==> src/nss_pkg.sv <==
// Shared types, constants and helpers for the automaton state-set stepper.
// No dependencies; the other files that use this package refer to it by scoped names.
`timescale 1ns / 1ps
`default_nettype none

package nss_pkg;

   localparam int SET_W   = 64;
   localparam int STATE_W = 6;
   localparam int ENTRY_W = 2 * STATE_W;
   localparam int ACT_W   = 7;

   typedef enum logic [2:0] {
      MODE_WRITE_TRANS = 3'd0,
      MODE_WRITE_COUNT = 3'd1,
      MODE_LOAD_SET    = 3'd2,
      MODE_SYMBOL_STEP = 3'd3,
      MODE_CLOSURE     = 3'd4
   } mode_type;

   typedef enum logic [2:0] {
      ST_IDLE = 3'b001,
      ST_RUN  = 3'b010,
      ST_FIN  = 3'b100
   } state_type;

   // One transition as held in the table: source in the upper half.
   typedef struct packed {
      logic [STATE_W-1:0] src;
      logic [STATE_W-1:0] dst;
   } entry_type;

   // Ones in the lowest n bits, all ones for n of 64 or more.
   function automatic logic [SET_W-1:0] low_mask(input logic [ACT_W-1:0] n);
      logic [SET_W-1:0] m;
      if (n >= ACT_W'(SET_W)) begin
         m = '1;
      end else begin
         m = (SET_W'(1) << n) - SET_W'(1);
      end
      return m;
   endfunction

endpackage

`default_nettype wire

==> src/nss_ram.sv <==
// Generic single-port-write, single-port-read RAM with a registered read.
// No dependencies.
`timescale 1ns / 1ps
`default_nettype none

module nss_ram #(
   parameter int WIDTH = 12,
   parameter int DEPTH = 320
) (
   input  wire logic                     clock,
   input  wire logic                     wr_en,
   input  wire logic [$clog2(DEPTH)-1:0] wr_addr,
   input  wire logic [WIDTH-1:0]         wr_data,
   input  wire logic                     rd_en,
   input  wire logic [$clog2(DEPTH)-1:0] rd_addr,
   output logic      [WIDTH-1:0]         rd_data_ff
);

   logic [WIDTH-1:0] mem_ff [DEPTH];

   always_ff @(posedge clock) begin
      if (wr_en) begin
         mem_ff[wr_addr] <= wr_data;
      end
      if (rd_en) begin
         rd_data_ff <= mem_ff[rd_addr];
      end
   end

endmodule

`default_nettype wire

==> src/nss_merge.sv <==
// Applies one transition to the set being built during a pass.
// Depends on nss_pkg for the entry type and set width.
`timescale 1ns / 1ps
`default_nettype none

module nss_merge #(
   parameter int MAX_STATES = 64
) (
   input  wire logic                       entry_valid,
   input  wire nss_pkg::entry_type         entry,
   input  wire logic [nss_pkg::SET_W-1:0]  old_set,
   input  wire logic [nss_pkg::SET_W-1:0]  cur_set,
   output logic      [nss_pkg::SET_W-1:0]  new_set,
   output logic                            added
);

   logic in_range;

   always_comb begin
      in_range = ((nss_pkg::ACT_W)'(entry.src) < (nss_pkg::ACT_W)'(MAX_STATES)) &&
                 ((nss_pkg::ACT_W)'(entry.dst) < (nss_pkg::ACT_W)'(MAX_STATES));
      // A bit counts as added only if it was not already in the new set.
      added   = entry_valid && in_range && old_set[entry.src] && !cur_set[entry.dst];
      new_set = cur_set;
      if (added) begin
         new_set[entry.dst] = 1'b1;
      end
   end

endmodule

`default_nettype wire

==> src/nfa_state_set_step.sv <==
// Automaton state-set stepper on a table RAM; uses nss_pkg, nss_ram and nss_merge.
// Writes, set loads, unknown modes and bad symbols go straight from acceptance to the finish state.
// A symbol step walks the symbol's list one entry per cycle; a closure repeats passes over the
// epsilon list until a pass adds no state. One item is in work at a time; the next can be
// accepted in the same cycle that its result becomes valid. Synchronous active-high reset clears
// the set, the counts and the sequencer and sets the active state count to 64, not the table.
`timescale 1ns / 1ps
`default_nettype none

module nfa_state_set_step #(
   parameter int ALPHABET   = 4,
   parameter int MAX_STATES = 64,
   parameter int MAX_TRANS  = 64
) (
   input  wire logic                              clock,
   input  wire logic                              reset,
   // Input item channel.
   input  wire logic                              req_valid,
   output logic                                   req_stall,
   input  wire logic [2:0]                        req_mode,
   input  wire logic [3:0]                        req_symbol,
   input  wire logic [5:0]                        req_entry_index,
   input  wire logic [nss_pkg::STATE_W-1:0]       req_source_state,
   input  wire logic [nss_pkg::STATE_W-1:0]       req_target_state,
   input  wire logic [6:0]                        req_list_count,
   input  wire logic [nss_pkg::SET_W-1:0]         req_state_set,
   // Result item channel.
   output logic                                   rsp_valid,
   input  wire logic                              rsp_stall,
   output logic      [nss_pkg::SET_W-1:0]         rsp_next_set,
   output logic                                   rsp_unchanged,
   output logic                                   rsp_range_error,
   // Configuration register write port.
   input  wire logic                              csr_write,
   input  wire logic [nss_pkg::ACT_W-1:0]         csr_active_states
);

   // Table geometry: one list of MAX_TRANS entries per symbol, epsilon first.
   localparam int SYMS      = ALPHABET + 1;
   localparam int SW        = $clog2(SYMS);
   localparam int TBL_DEPTH = SYMS * MAX_TRANS;
   localparam int AW        = $clog2(TBL_DEPTH);
   localparam int CW        = $clog2(MAX_TRANS + 1);
   localparam int XW        = 9;   // wide enough to compare any list index or count

   localparam logic [nss_pkg::SET_W-1:0] STATE_MASK =
      nss_pkg::low_mask((nss_pkg::ACT_W)'(MAX_STATES));

   // Sequencer and pass state.
   nss_pkg::state_type            state_ff, state_in;
   logic [nss_pkg::ACT_W-1:0]     active_ff;
   logic [nss_pkg::SET_W-1:0]     set_ff, set_in;
   logic [nss_pkg::SET_W-1:0]     old_ff, old_in;
   logic [AW-1:0]                 base_ff, base_in;
   logic [CW-1:0]                 cnt_ff, cnt_in;
   logic [CW-1:0]                 rd_ff, rd_in;
   logic                          pend_ff, pend_in;
   logic                          added_ff, added_in;
   logic                          first_ff, first_in;
   logic                          closure_ff, closure_in;
   logic                          unch_ff, unch_in;
   logic                          err_ff, err_in;
   logic [CW-1:0]                 counts_ff [SYMS];

   // Result register.
   logic                          rsp_valid_ff, rsp_valid_in;
   logic [nss_pkg::SET_W-1:0]     rsp_set_ff;
   logic                          rsp_unch_ff;
   logic                          rsp_err_ff;

   // Table port and counts write.
   logic                          tbl_we;
   logic [AW-1:0]                 tbl_waddr;
   nss_pkg::entry_type            tbl_wentry;
   logic                          tbl_re;
   logic [AW-1:0]                 tbl_raddr;
   logic [nss_pkg::ENTRY_W-1:0]   tbl_rdata;
   logic                          cnt_we;
   logic [SW-1:0]                 cnt_sel;
   logic [CW-1:0]                 cnt_val;

   logic                          accept;
   logic                          sym_ok;
   logic [SW-1:0]                 sym_sel;
   logic                          out_free;
   logic                          start_pass;
   logic [nss_pkg::ACT_W-1:0]     clear_n;
   logic [nss_pkg::SET_W-1:0]     merge_set;
   logic                          merge_added;

   assign req_stall       = (state_ff != nss_pkg::ST_IDLE);
   assign accept          = req_valid && !req_stall;
   assign rsp_valid       = rsp_valid_ff;
   assign rsp_next_set    = rsp_set_ff;
   assign rsp_unchanged   = rsp_unch_ff;
   assign rsp_range_error = rsp_err_ff;
   assign out_free        = !rsp_valid_ff || !rsp_stall;

   assign sym_ok  = (req_symbol <= 4'(ALPHABET));
   assign clear_n = (active_ff > (nss_pkg::ACT_W)'(MAX_STATES)) ?
                    (nss_pkg::ACT_W)'(MAX_STATES) : active_ff;

   nss_ram #(
      .WIDTH (nss_pkg::ENTRY_W),
      .DEPTH (TBL_DEPTH)
   ) u_table (
      .clock      (clock),
      .wr_en      (tbl_we),
      .wr_addr    (tbl_waddr),
      .wr_data    (tbl_wentry),
      .rd_en      (tbl_re),
      .rd_addr    (tbl_raddr),
      .rd_data_ff (tbl_rdata)
   );

   // The entry read last cycle is folded into the set being built; sources are
   // always tested against the set as it stood when the pass began.
   nss_merge #(
      .MAX_STATES (MAX_STATES)
   ) u_merge (
      .entry_valid (pend_ff),
      .entry       (nss_pkg::entry_type'(tbl_rdata)),
      .old_set     (old_ff),
      .cur_set     (set_ff),
      .new_set     (merge_set),
      .added       (merge_added)
   );

   // Reads issue one per cycle while entries remain in the list.
   assign tbl_re    = (state_ff == nss_pkg::ST_RUN) && (rd_ff < cnt_ff);
   assign tbl_raddr = base_ff + AW'(rd_ff);

   always_comb begin
      state_in   = state_ff;
      set_in     = set_ff;
      old_in     = old_ff;
      base_in    = base_ff;
      cnt_in     = cnt_ff;
      rd_in      = rd_ff;
      pend_in    = 1'b0;
      added_in   = added_ff;
      first_in   = first_ff;
      closure_in = closure_ff;
      unch_in    = unch_ff;
      err_in     = err_ff;
      tbl_we     = 1'b0;
      tbl_waddr  = AW'(AW'(req_symbol[SW-1:0]) * AW'(MAX_TRANS) + AW'(req_entry_index));
      tbl_wentry = '{src: req_source_state, dst: req_target_state};
      cnt_we     = 1'b0;
      cnt_sel    = req_symbol[SW-1:0];
      cnt_val    = ({2'b00, req_list_count} > XW'(MAX_TRANS)) ?
                   CW'(MAX_TRANS) : CW'(req_list_count);
      start_pass = 1'b0;
      sym_sel    = req_symbol[SW-1:0];
      rsp_valid_in = rsp_valid_ff && rsp_stall;

      case (state_ff)
         nss_pkg::ST_IDLE: begin
            if (accept) begin
               unch_in    = 1'b1;
               err_in     = 1'b0;
               closure_in = 1'b0;
               state_in   = nss_pkg::ST_FIN;
               case (req_mode)
                  nss_pkg::MODE_WRITE_TRANS: begin
                     if (!sym_ok) begin
                        err_in = 1'b1;
                     end else if ({3'b000, req_entry_index} < XW'(MAX_TRANS)) begin
                        tbl_we = 1'b1;
                     end
                  end
                  nss_pkg::MODE_WRITE_COUNT: begin
                     if (!sym_ok) begin
                        err_in = 1'b1;
                     end else begin
                        cnt_we = 1'b1;
                     end
                  end
                  nss_pkg::MODE_LOAD_SET: begin
                     set_in = req_state_set & STATE_MASK;
                  end
                  nss_pkg::MODE_SYMBOL_STEP: begin
                     if (!sym_ok) begin
                        err_in = 1'b1;
                     end else begin
                        start_pass = 1'b1;
                     end
                  end
                  nss_pkg::MODE_CLOSURE: begin
                     start_pass = 1'b1;
                     closure_in = 1'b1;
                     sym_sel    = '0;
                  end
                  default: begin
                  end
               endcase
               if (start_pass) begin
                  state_in = nss_pkg::ST_RUN;
                  base_in  = AW'(AW'(sym_sel) * AW'(MAX_TRANS));
                  cnt_in   = counts_ff[sym_sel];
                  rd_in    = '0;
                  added_in = 1'b0;
                  first_in = 1'b1;
                  old_in   = set_ff;
                  // A letter clears the states in use; epsilon keeps the old set.
                  if (sym_sel == '0) begin
                     set_in = set_ff;
                  end else begin
                     set_in = set_ff & ~nss_pkg::low_mask(clear_n);
                  end
               end
            end
         end
         nss_pkg::ST_RUN: begin
            if (pend_ff) begin
               set_in   = merge_set;
               added_in = added_ff | merge_added;
            end
            if (tbl_re) begin
               rd_in   = rd_ff + CW'(1);
               pend_in = 1'b1;
            end else if (!pend_ff) begin
               // Every entry of this pass has been merged.
               if (first_ff) begin
                  unch_in = !added_ff;
               end
               if (closure_ff && added_ff) begin
                  old_in   = set_ff;
                  rd_in    = '0;
                  added_in = 1'b0;
                  first_in = 1'b0;
               end else begin
                  state_in = nss_pkg::ST_FIN;
               end
            end
         end
         nss_pkg::ST_FIN: begin
            if (out_free) begin
               rsp_valid_in = 1'b1;
               state_in     = nss_pkg::ST_IDLE;
            end
         end
         default: begin
            state_in = nss_pkg::ST_IDLE;
         end
      endcase
   end

   always_ff @(posedge clock) begin
      if (reset) begin
         state_ff     <= nss_pkg::ST_IDLE;
         active_ff    <= (nss_pkg::ACT_W)'(64);
         set_ff       <= '0;
         pend_ff      <= 1'b0;
         rsp_valid_ff <= 1'b0;
         for (int i = 0; i < SYMS; i++) begin
            counts_ff[i] <= '0;
         end
      end else begin
         state_ff     <= state_in;
         set_ff       <= set_in;
         pend_ff      <= pend_in;
         rsp_valid_ff <= rsp_valid_in;
         if (csr_write) begin
            active_ff <= csr_active_states;
         end
         if (cnt_we) begin
            counts_ff[cnt_sel] <= cnt_val;
         end
      end
   end

   // Pass bookkeeping and result payload: no reset needed.
   always_ff @(posedge clock) begin
      old_ff     <= old_in;
      base_ff    <= base_in;
      cnt_ff     <= cnt_in;
      rd_ff      <= rd_in;
      added_ff   <= added_in;
      first_ff   <= first_in;
      closure_ff <= closure_in;
      unch_ff    <= unch_in;
      err_ff     <= err_in;
      if ((state_ff == nss_pkg::ST_FIN) && out_free) begin
         rsp_set_ff  <= set_ff;
         rsp_unch_ff <= unch_ff;
         rsp_err_ff  <= err_ff;
      end
   end

endmodule

`default_nettype wire
==> config.mk <==
export PLATFORM = sky130hd
export DESIGN_NAME = nfa_state_set_step
export DESIGN_NICKNAME = d
export VERILOG_FILES = /design/src/nss_pkg.sv /design/src/nss_ram.sv /design/src/nss_merge.sv /design/src/nfa_state_set_step.sv
export SDC_FILE = /design/constraint.sdc
export NUM_CORES = 2
export LEC_CHECK = 0
export BUFFER_PORTS_ARGS = -buffer_cell sky130_fd_sc_hd__buf_2
export CAP_MARGIN = 10
export CORE_MARGIN = 5
export CORE_UTILIZATION = 40
export CTS_CLUSTER_SIZE = 24
export DETAILED_ROUTE_END_ITERATION = 7
export SETUP_SLACK_MARGIN = 0.5
export SYNTH_ARGS = -nofsm -noshare
export SYNTH_HDL_FRONTEND = slang
export SYNTH_HIERARCHICAL = 1
export SYNTH_SLANG_ARGS = --single-unit
==> constraint.sdc <==
create_clock -name clock -period 9 [get_ports clock]
set_input_delay 0.9 -clock clock [delete_from_list [all_inputs] [get_ports clock]]
set_output_delay 0.9 -clock clock [all_outputs]
set_load 0.005 [all_outputs]
# Yosys cells after proc, flatten, opt, wreduce, memory -nomap -nowiden
# Memories as Yosys holds them, arrays and structs flattened. A register that Yosys moved wholly into a read port is not among the register bits.
# Cells that the tools add are included.
word_totals:
  inputBits: 108
  elab_cells: 171
  n_memories: 2
  register_bits: 221
  mem_bits_rw: 3875
op_classes:
  eq_ne: 22
  mux: 85
  n_lt_le_gt_ge: 8
  reduce_logical: 28
  shifts: 1
  n_bitwise: 5
  add_sub_neg: 4
mem_list:
  columns: ["name", "words", "width", "read_ports", "rd_clocked_by_memory_dff", "write_ports", "line", "rtl"]
  rows:
  - ["u_table.mem_ff", 320, 12, 1, 1, 1, "nss_ram.sv:19", "logic [WIDTH-1:0] mem_ff [DEPTH];"]
  - ["counts_ff", 5, 7, 1, 1, 5, "nfa_state_set_step.sv:63", "logic [CW-1:0] counts_ff [SYMS];"]
op_table:
  columns: ["operator", "count"]
  rows:
  - ["two-way mux 64 bit", 16]
  - ["case mux 64 bit (2 select lines)", 2]
  - ["bitwise AND 64 bit", 1]
  - ["NOT 64 bit", 1]
  - ["OR 64 bit", 1]
  - ["left shift 1 x 7 -> 64 bit (first input constant)", 1]
  - ["subtractor 64 x 2 -> 64 bit (second input constant)", 1]
  - ["two-way mux 7 bit", 8]
  - ["two-way mux 1 bit", 40]
  - ["two-way mux 3 bit", 10]
  - ["inequality test 2 bit (second input constant)", 8]
  - ["AND reduction 5 bit", 3]
  - ["greater-than comparator 7 bit (second input constant)", 2]
  - ["< comparator 6 x 7 -> 1 bit (second input constant)", 2]
  - ["case mux 7 bit (2 select lines)", 1]
  - ["binary-select mux 1 bit (select 6 bit)", 2]
  - ["AND reduction 6 bit", 2]
  - ["adder 9 x 6 -> 9 bit", 1]
  - ["adder 9 x 7 -> 9 bit", 1]
  - ["== test 3 x 2 -> 1 bit (second input constant)", 3]
  - ["case mux 3 bit (3 select lines)", 1]
  - ["logical AND 1 bit", 8]
  - ["case mux 1 bit (2 select lines)", 4]
  - ["adder 7 x 1 -> 7 bit (second input constant)", 1]
  - ["22 further kinds", 33]

# Longest topological paths before layout
logic_depth:
  word_depth: 16
  depth_mapped: 14

# Modules after synthesis
# Netlist, hierarchy kept.
modules_own_cells:
  columns: ["module", "instances", "cells_each", "area_each_um2"]
  rows:
  - ["nss_ram", 1, 6877, 148573.7]
  - ["nfa_state_set_step", 1, 1252, 13217.7]
  - ["nss_merge", 1, 356, 2416.1]

# Worst setup path before layout
# No wires, ideal clock.
synth_timing:
  kind: "reg-to-reg"
  from: "reg rd_ff[4]"
  to: "reg first_ff (enable)"
  stages_incl_launch_ff: 8
  slack_ns: 2.499
  n_path_buf: 0
  arrival_ns: 5.924
  cell_sequence: "edfxtp_1 > ha_1 > a21o_1 > a21o_1 > nor2_1 > o21ai_0 > nand3_1 > o21ai_0"
synth_between:
  elab_chain_len: 4
synth_lines:
  columns: ["item", "line", "rtl"]
  rows:
  - ["from (decl)", "nfa_state_set_step.sv:56", "logic [CW-1:0] rd_ff, rd_in;"]
  - ["from (signal assigned)", "nfa_state_set_step.sv:278", "rd_ff <= rd_in;"]
  - ["< comparator 7 bit", "nfa_state_set_step.sv:130", "assign tbl_re = (state_ff == nss_pkg::ST_RUN) && (rd_ff < cnt_ff);"]
  - ["logical AND 1 bit", "nfa_state_set_step.sv:130", null]
  - ["inequality test 2 bit (no source line)", null, null]
  - ["AND reduction 6 bit (no source line)", null, null]
  - ["to (signal assigned)", "nfa_state_set_step.sv:280", "first_ff <= first_in;"]
  - ["to (decl)", "nfa_state_set_step.sv:59", "logic first_ff, first_in;"]
# No other way between the ends.
# A chain may end at the register's enable or synchronous reset.

# Worst setup path after layout
layout_timing:
  from: "reg rd_ff[0]"
  to: "reg u_table.rd_data_ff[1] (read register of u_table.mem_ff), data pin"
layout_between:
  elab_chain_len: 2
layout_lines:
  columns: ["item", "line", "rtl"]
  rows:
  - ["branches (longest 2 deep; another with adder 9 x 7 -> 9 bit)", null, null]
  - ["to (decl)", "nss_ram.sv:16", "output logic [WIDTH-1:0] rd_data_ff"]
# Several ways; the timed one is not identified.

==> impl_metrics.py <==
metrics = {
    "run_status": {
        "status": "finished, final reports clean",
    },
    "clock_tree": {
        "cts_buffers": 414,
        "cts_buffer_depth": 4,
        "htree_levels": 5,
        "cts-resized-gates": 0,
        "cts_root_buf": "clkbuf_16",
        "clk_pin_slew_ns": 0.06,
        "insertion_delay_ns": 0.96,
        "cts.sinks": 4136,
        "postCtsHoldBufs": 0,
        "cts_tree": "yes",
        "post_cts_buffers": 0,
    },
    "logic_synthesis": {
        "synth_ff_type": "edfxtp_1",
        "synth.distinct_cells": 102,
        "synth_top_area_share_pct": 74.2,
        "syn_area_um2": 164000,
        "ys_warn_count": 6,
        "syn_area_per_cell_um2": 19.4,
        "synth-seq-cells": 4136,
        "synthCells": 8485,
        "yosysTopAreaCell": "edfxtp_1",
        "yosys-top-cells-area": "edfxtp_1 (74%), mux4_2 (11%), mux2i_1 (3.5%), nor2_1 (1.1%), dfxtp_1 (0.93%)",
        "synthArstFlopShare_pct": 0,
        "seq_area_frac_synth_pct": 75.2,
        "synth_edf_count": 4060,
    },
    "cells_and_area": {
        "fin_nets": 8970,
        "final_common_cell": "edfxtp_1",
        "drive_gt1_share_pct": 22.2,
        "post-route-util_pct": 45.4,
        "final_cell_mix": "edfxtp_1 (4060), mux4_2 (794), mux2i_1 (569), nor2_1 (447), clkbuf_16 (419)",
        "fin_cells": 14700,
        "area_growth_syn_to_layout_pct": 13.1,
    },
    "sta": {
        "drv_slew": 0,
        "fin_skew_ns": 0.0449,
        "post-route-period-util_pct": 58.0,
        "setup_viol": 0,
        "fmax_ghz": 0.192,
        "finalHoldViolCount": 0,
        "worst_pin_slew_ns": 1.29,
        "fin_tns_setup_ns": 0,
        "period_needed_ns": 5.22,
        "rsz0062_at_grt": "no",
        "slew_headroom_pct": 13.5,
        "timing.hold.ws_ns": 0.176,
    },
    "detailed_routing": {
        "num_vias": 85900,
        "drtAntennaViolNets": 0,
        "routed_wl_um": 447000,
        "drc": 0,
        "drt_iter0_markers": 10500,
        "dr.pass1.iters": 8,
        "via_per_inst": 5.86,
        "wire_per_inst_um": 30.5,
    },
    "setup_path": {
        "cp-start-kind": "flip-flop",
        "worstPathRequired_ns": 9.69,
        "rrSetupSlack_ns": 3.78,
        "arrival_ns": 5.91,
        "cp_max_fo": 41,
        "crit_type": "reg2reg",
        "critPathCaptureType": "flip-flop",
    },
    "floorplan": {
        "rows": 235,
        "initial_core_util_pct": 40.1,
        "io_pins": 176,
        "core_um2": 409000,
        "die-area_um2": 423000,
        "die_w_um": 651,
        "die_h_um": 651,
    },
    "min_path": {
        "hp-class": "in2reg",
    },
    "global_route": {
        "grt_overflow": 0,
        "busiest_layer": "met2",
        "grt_pass1_wl_um": 635000,
        "antenna_found_initial": 19,
        "grtUsageMet1_pct": 28.6,
        "grtUsageMet2_pct": 32.8,
        "grt_pass1_vias": 85200,
        "grt_util_met3_pct": 3.54,
        "track_usage_pct": 20.5,
        "grt_max_degree": 171,
    },
    "place": {
        "dp.cells": 13900,
        "gp_congestion": 0.937,
        "portBuffers": 175,
        "dpl.hpwl_um": 273000,
    },
    "pwr": {
        "p_total_mw": 39.7,
        "p_leak_nw": 58.6,
        "power_density_nw_per_um2": 214,
        "max-vdd-ir-drop_uv": 188,
    },
    "run": {
        "maxCapViolCount": 0,
    },
}
## worst max-delay path, stage by stage, from the launching register on
cell and delay [ns]:
edfxtp_1 1.11, buf_4 0.35, buf_4 0.50, buf_4 0.76, mux4_2 0.64, o221ai_1 0.20
a21oi_1 0.12, o21ai_0 0.24, a31oi_1 0.47, o41a_1 0.46
## state kept, by name, summed over array words and instances (netlist names), 7 cells and up
signal	flops
u_table/mem_ff	3840
old_ff	64
rsp_next_set	64
set_ff	64
counts_ff	56
u_table/rd_data_ff	12
active_ff	7
cnt_ff	7
rd_ff	7
## worst paths after layout
path                                   startpoint                    end  cells past startpoint
worst min-delay path            req_list_count[6]        counts_ff[6][6]                      1
worst max-delay path                     rd_ff[0]  u_table/rd_data_ff[1]                      9
worst min register to register             err_ff        rsp_range_error                      0
worst max register to register           rd_ff[0]  u_table/rd_data_ff[1]                      9
## synth_stat cells, types with 15 or more instances
cell type	instances
edfxtp_1	4060
a31oi_1	63
buf_4	57
nor3_1	63
a22o_1	92
buf_1	41
clkbuf_1	267
o211ai_1	18
nor2_1	484
o221ai_1	70
o32ai_1	15
nand3_1	149
o31ai_1	55
buf_2	139
mux2i_1	569
and3_1	16
o41ai_1	15
mux2_2	47
inv_1	92
nand2b_1	20
buf_6	45
o21ai_0	102
nor2b_1	25
a21oi_1	190
nand2_1	333
xnor2_1	16
a22oi_1	150
nor4_1	17
nand4_1	27
a211oi_1	21
dfxtp_1	76
mux4_2	794
a221oi_1	56
## power by group
part	internal, mW	switching, mW
Combinational	0.377	0.969
Clock	9.86	7.29
Sequential	21.2	0.0409
## metal layers
metal / vias to the layer above / wire length (um)
met1: 45400 / 182000
met5: - / 39
met3: 725 / 36800
met4: 6 / 16400
met2: 4113 / 212000
li1: 35700 / -
## stage by stage
| stage | setup WS (ns) | cell area (um2) |
|---|---|---|
| floorplan | 2.50 | 164000 |
| global route | 3.37 | 186000 |
| global placement | 3.01 | 172000 |
| detailed placement | 3.61 | 172000 |
| CTS | 3.64 | 186000 |
| finish | 3.78 | 186000 |
## cells by family (layout without fill, tap and decap cells)
group | count (synthesis) | in the layout | share of synthesized area [%]
flops | 4136 | 4136 | 75.2
mux | 1413 | 1413 | 14.7
simple gates | 1239 | 1239 | 3.45
compound gates | 1000 | 1000 | 4.43
buf+inv | 658 | 1357 | 2.01
xor+xnor | 28 | 28 | 0.149
fa+ha+maj | 10 | 10 | 0.0762
other cells | 1 | 29 | 0.00228
## cell type report
cell class	instances	area (um2)
Tap cell	5451	6820
Multi-Input combinational cell	3711	37800
Clock buffer	504	10800
Fill cell	34500	224000
Antenna cell	8	20.0
Timing Repair Buffer	492	3670
Inverter	97	364
Clock inverter	264	2710
Sequential cell	4136	123000
Power figures use the tool's default switching activity.
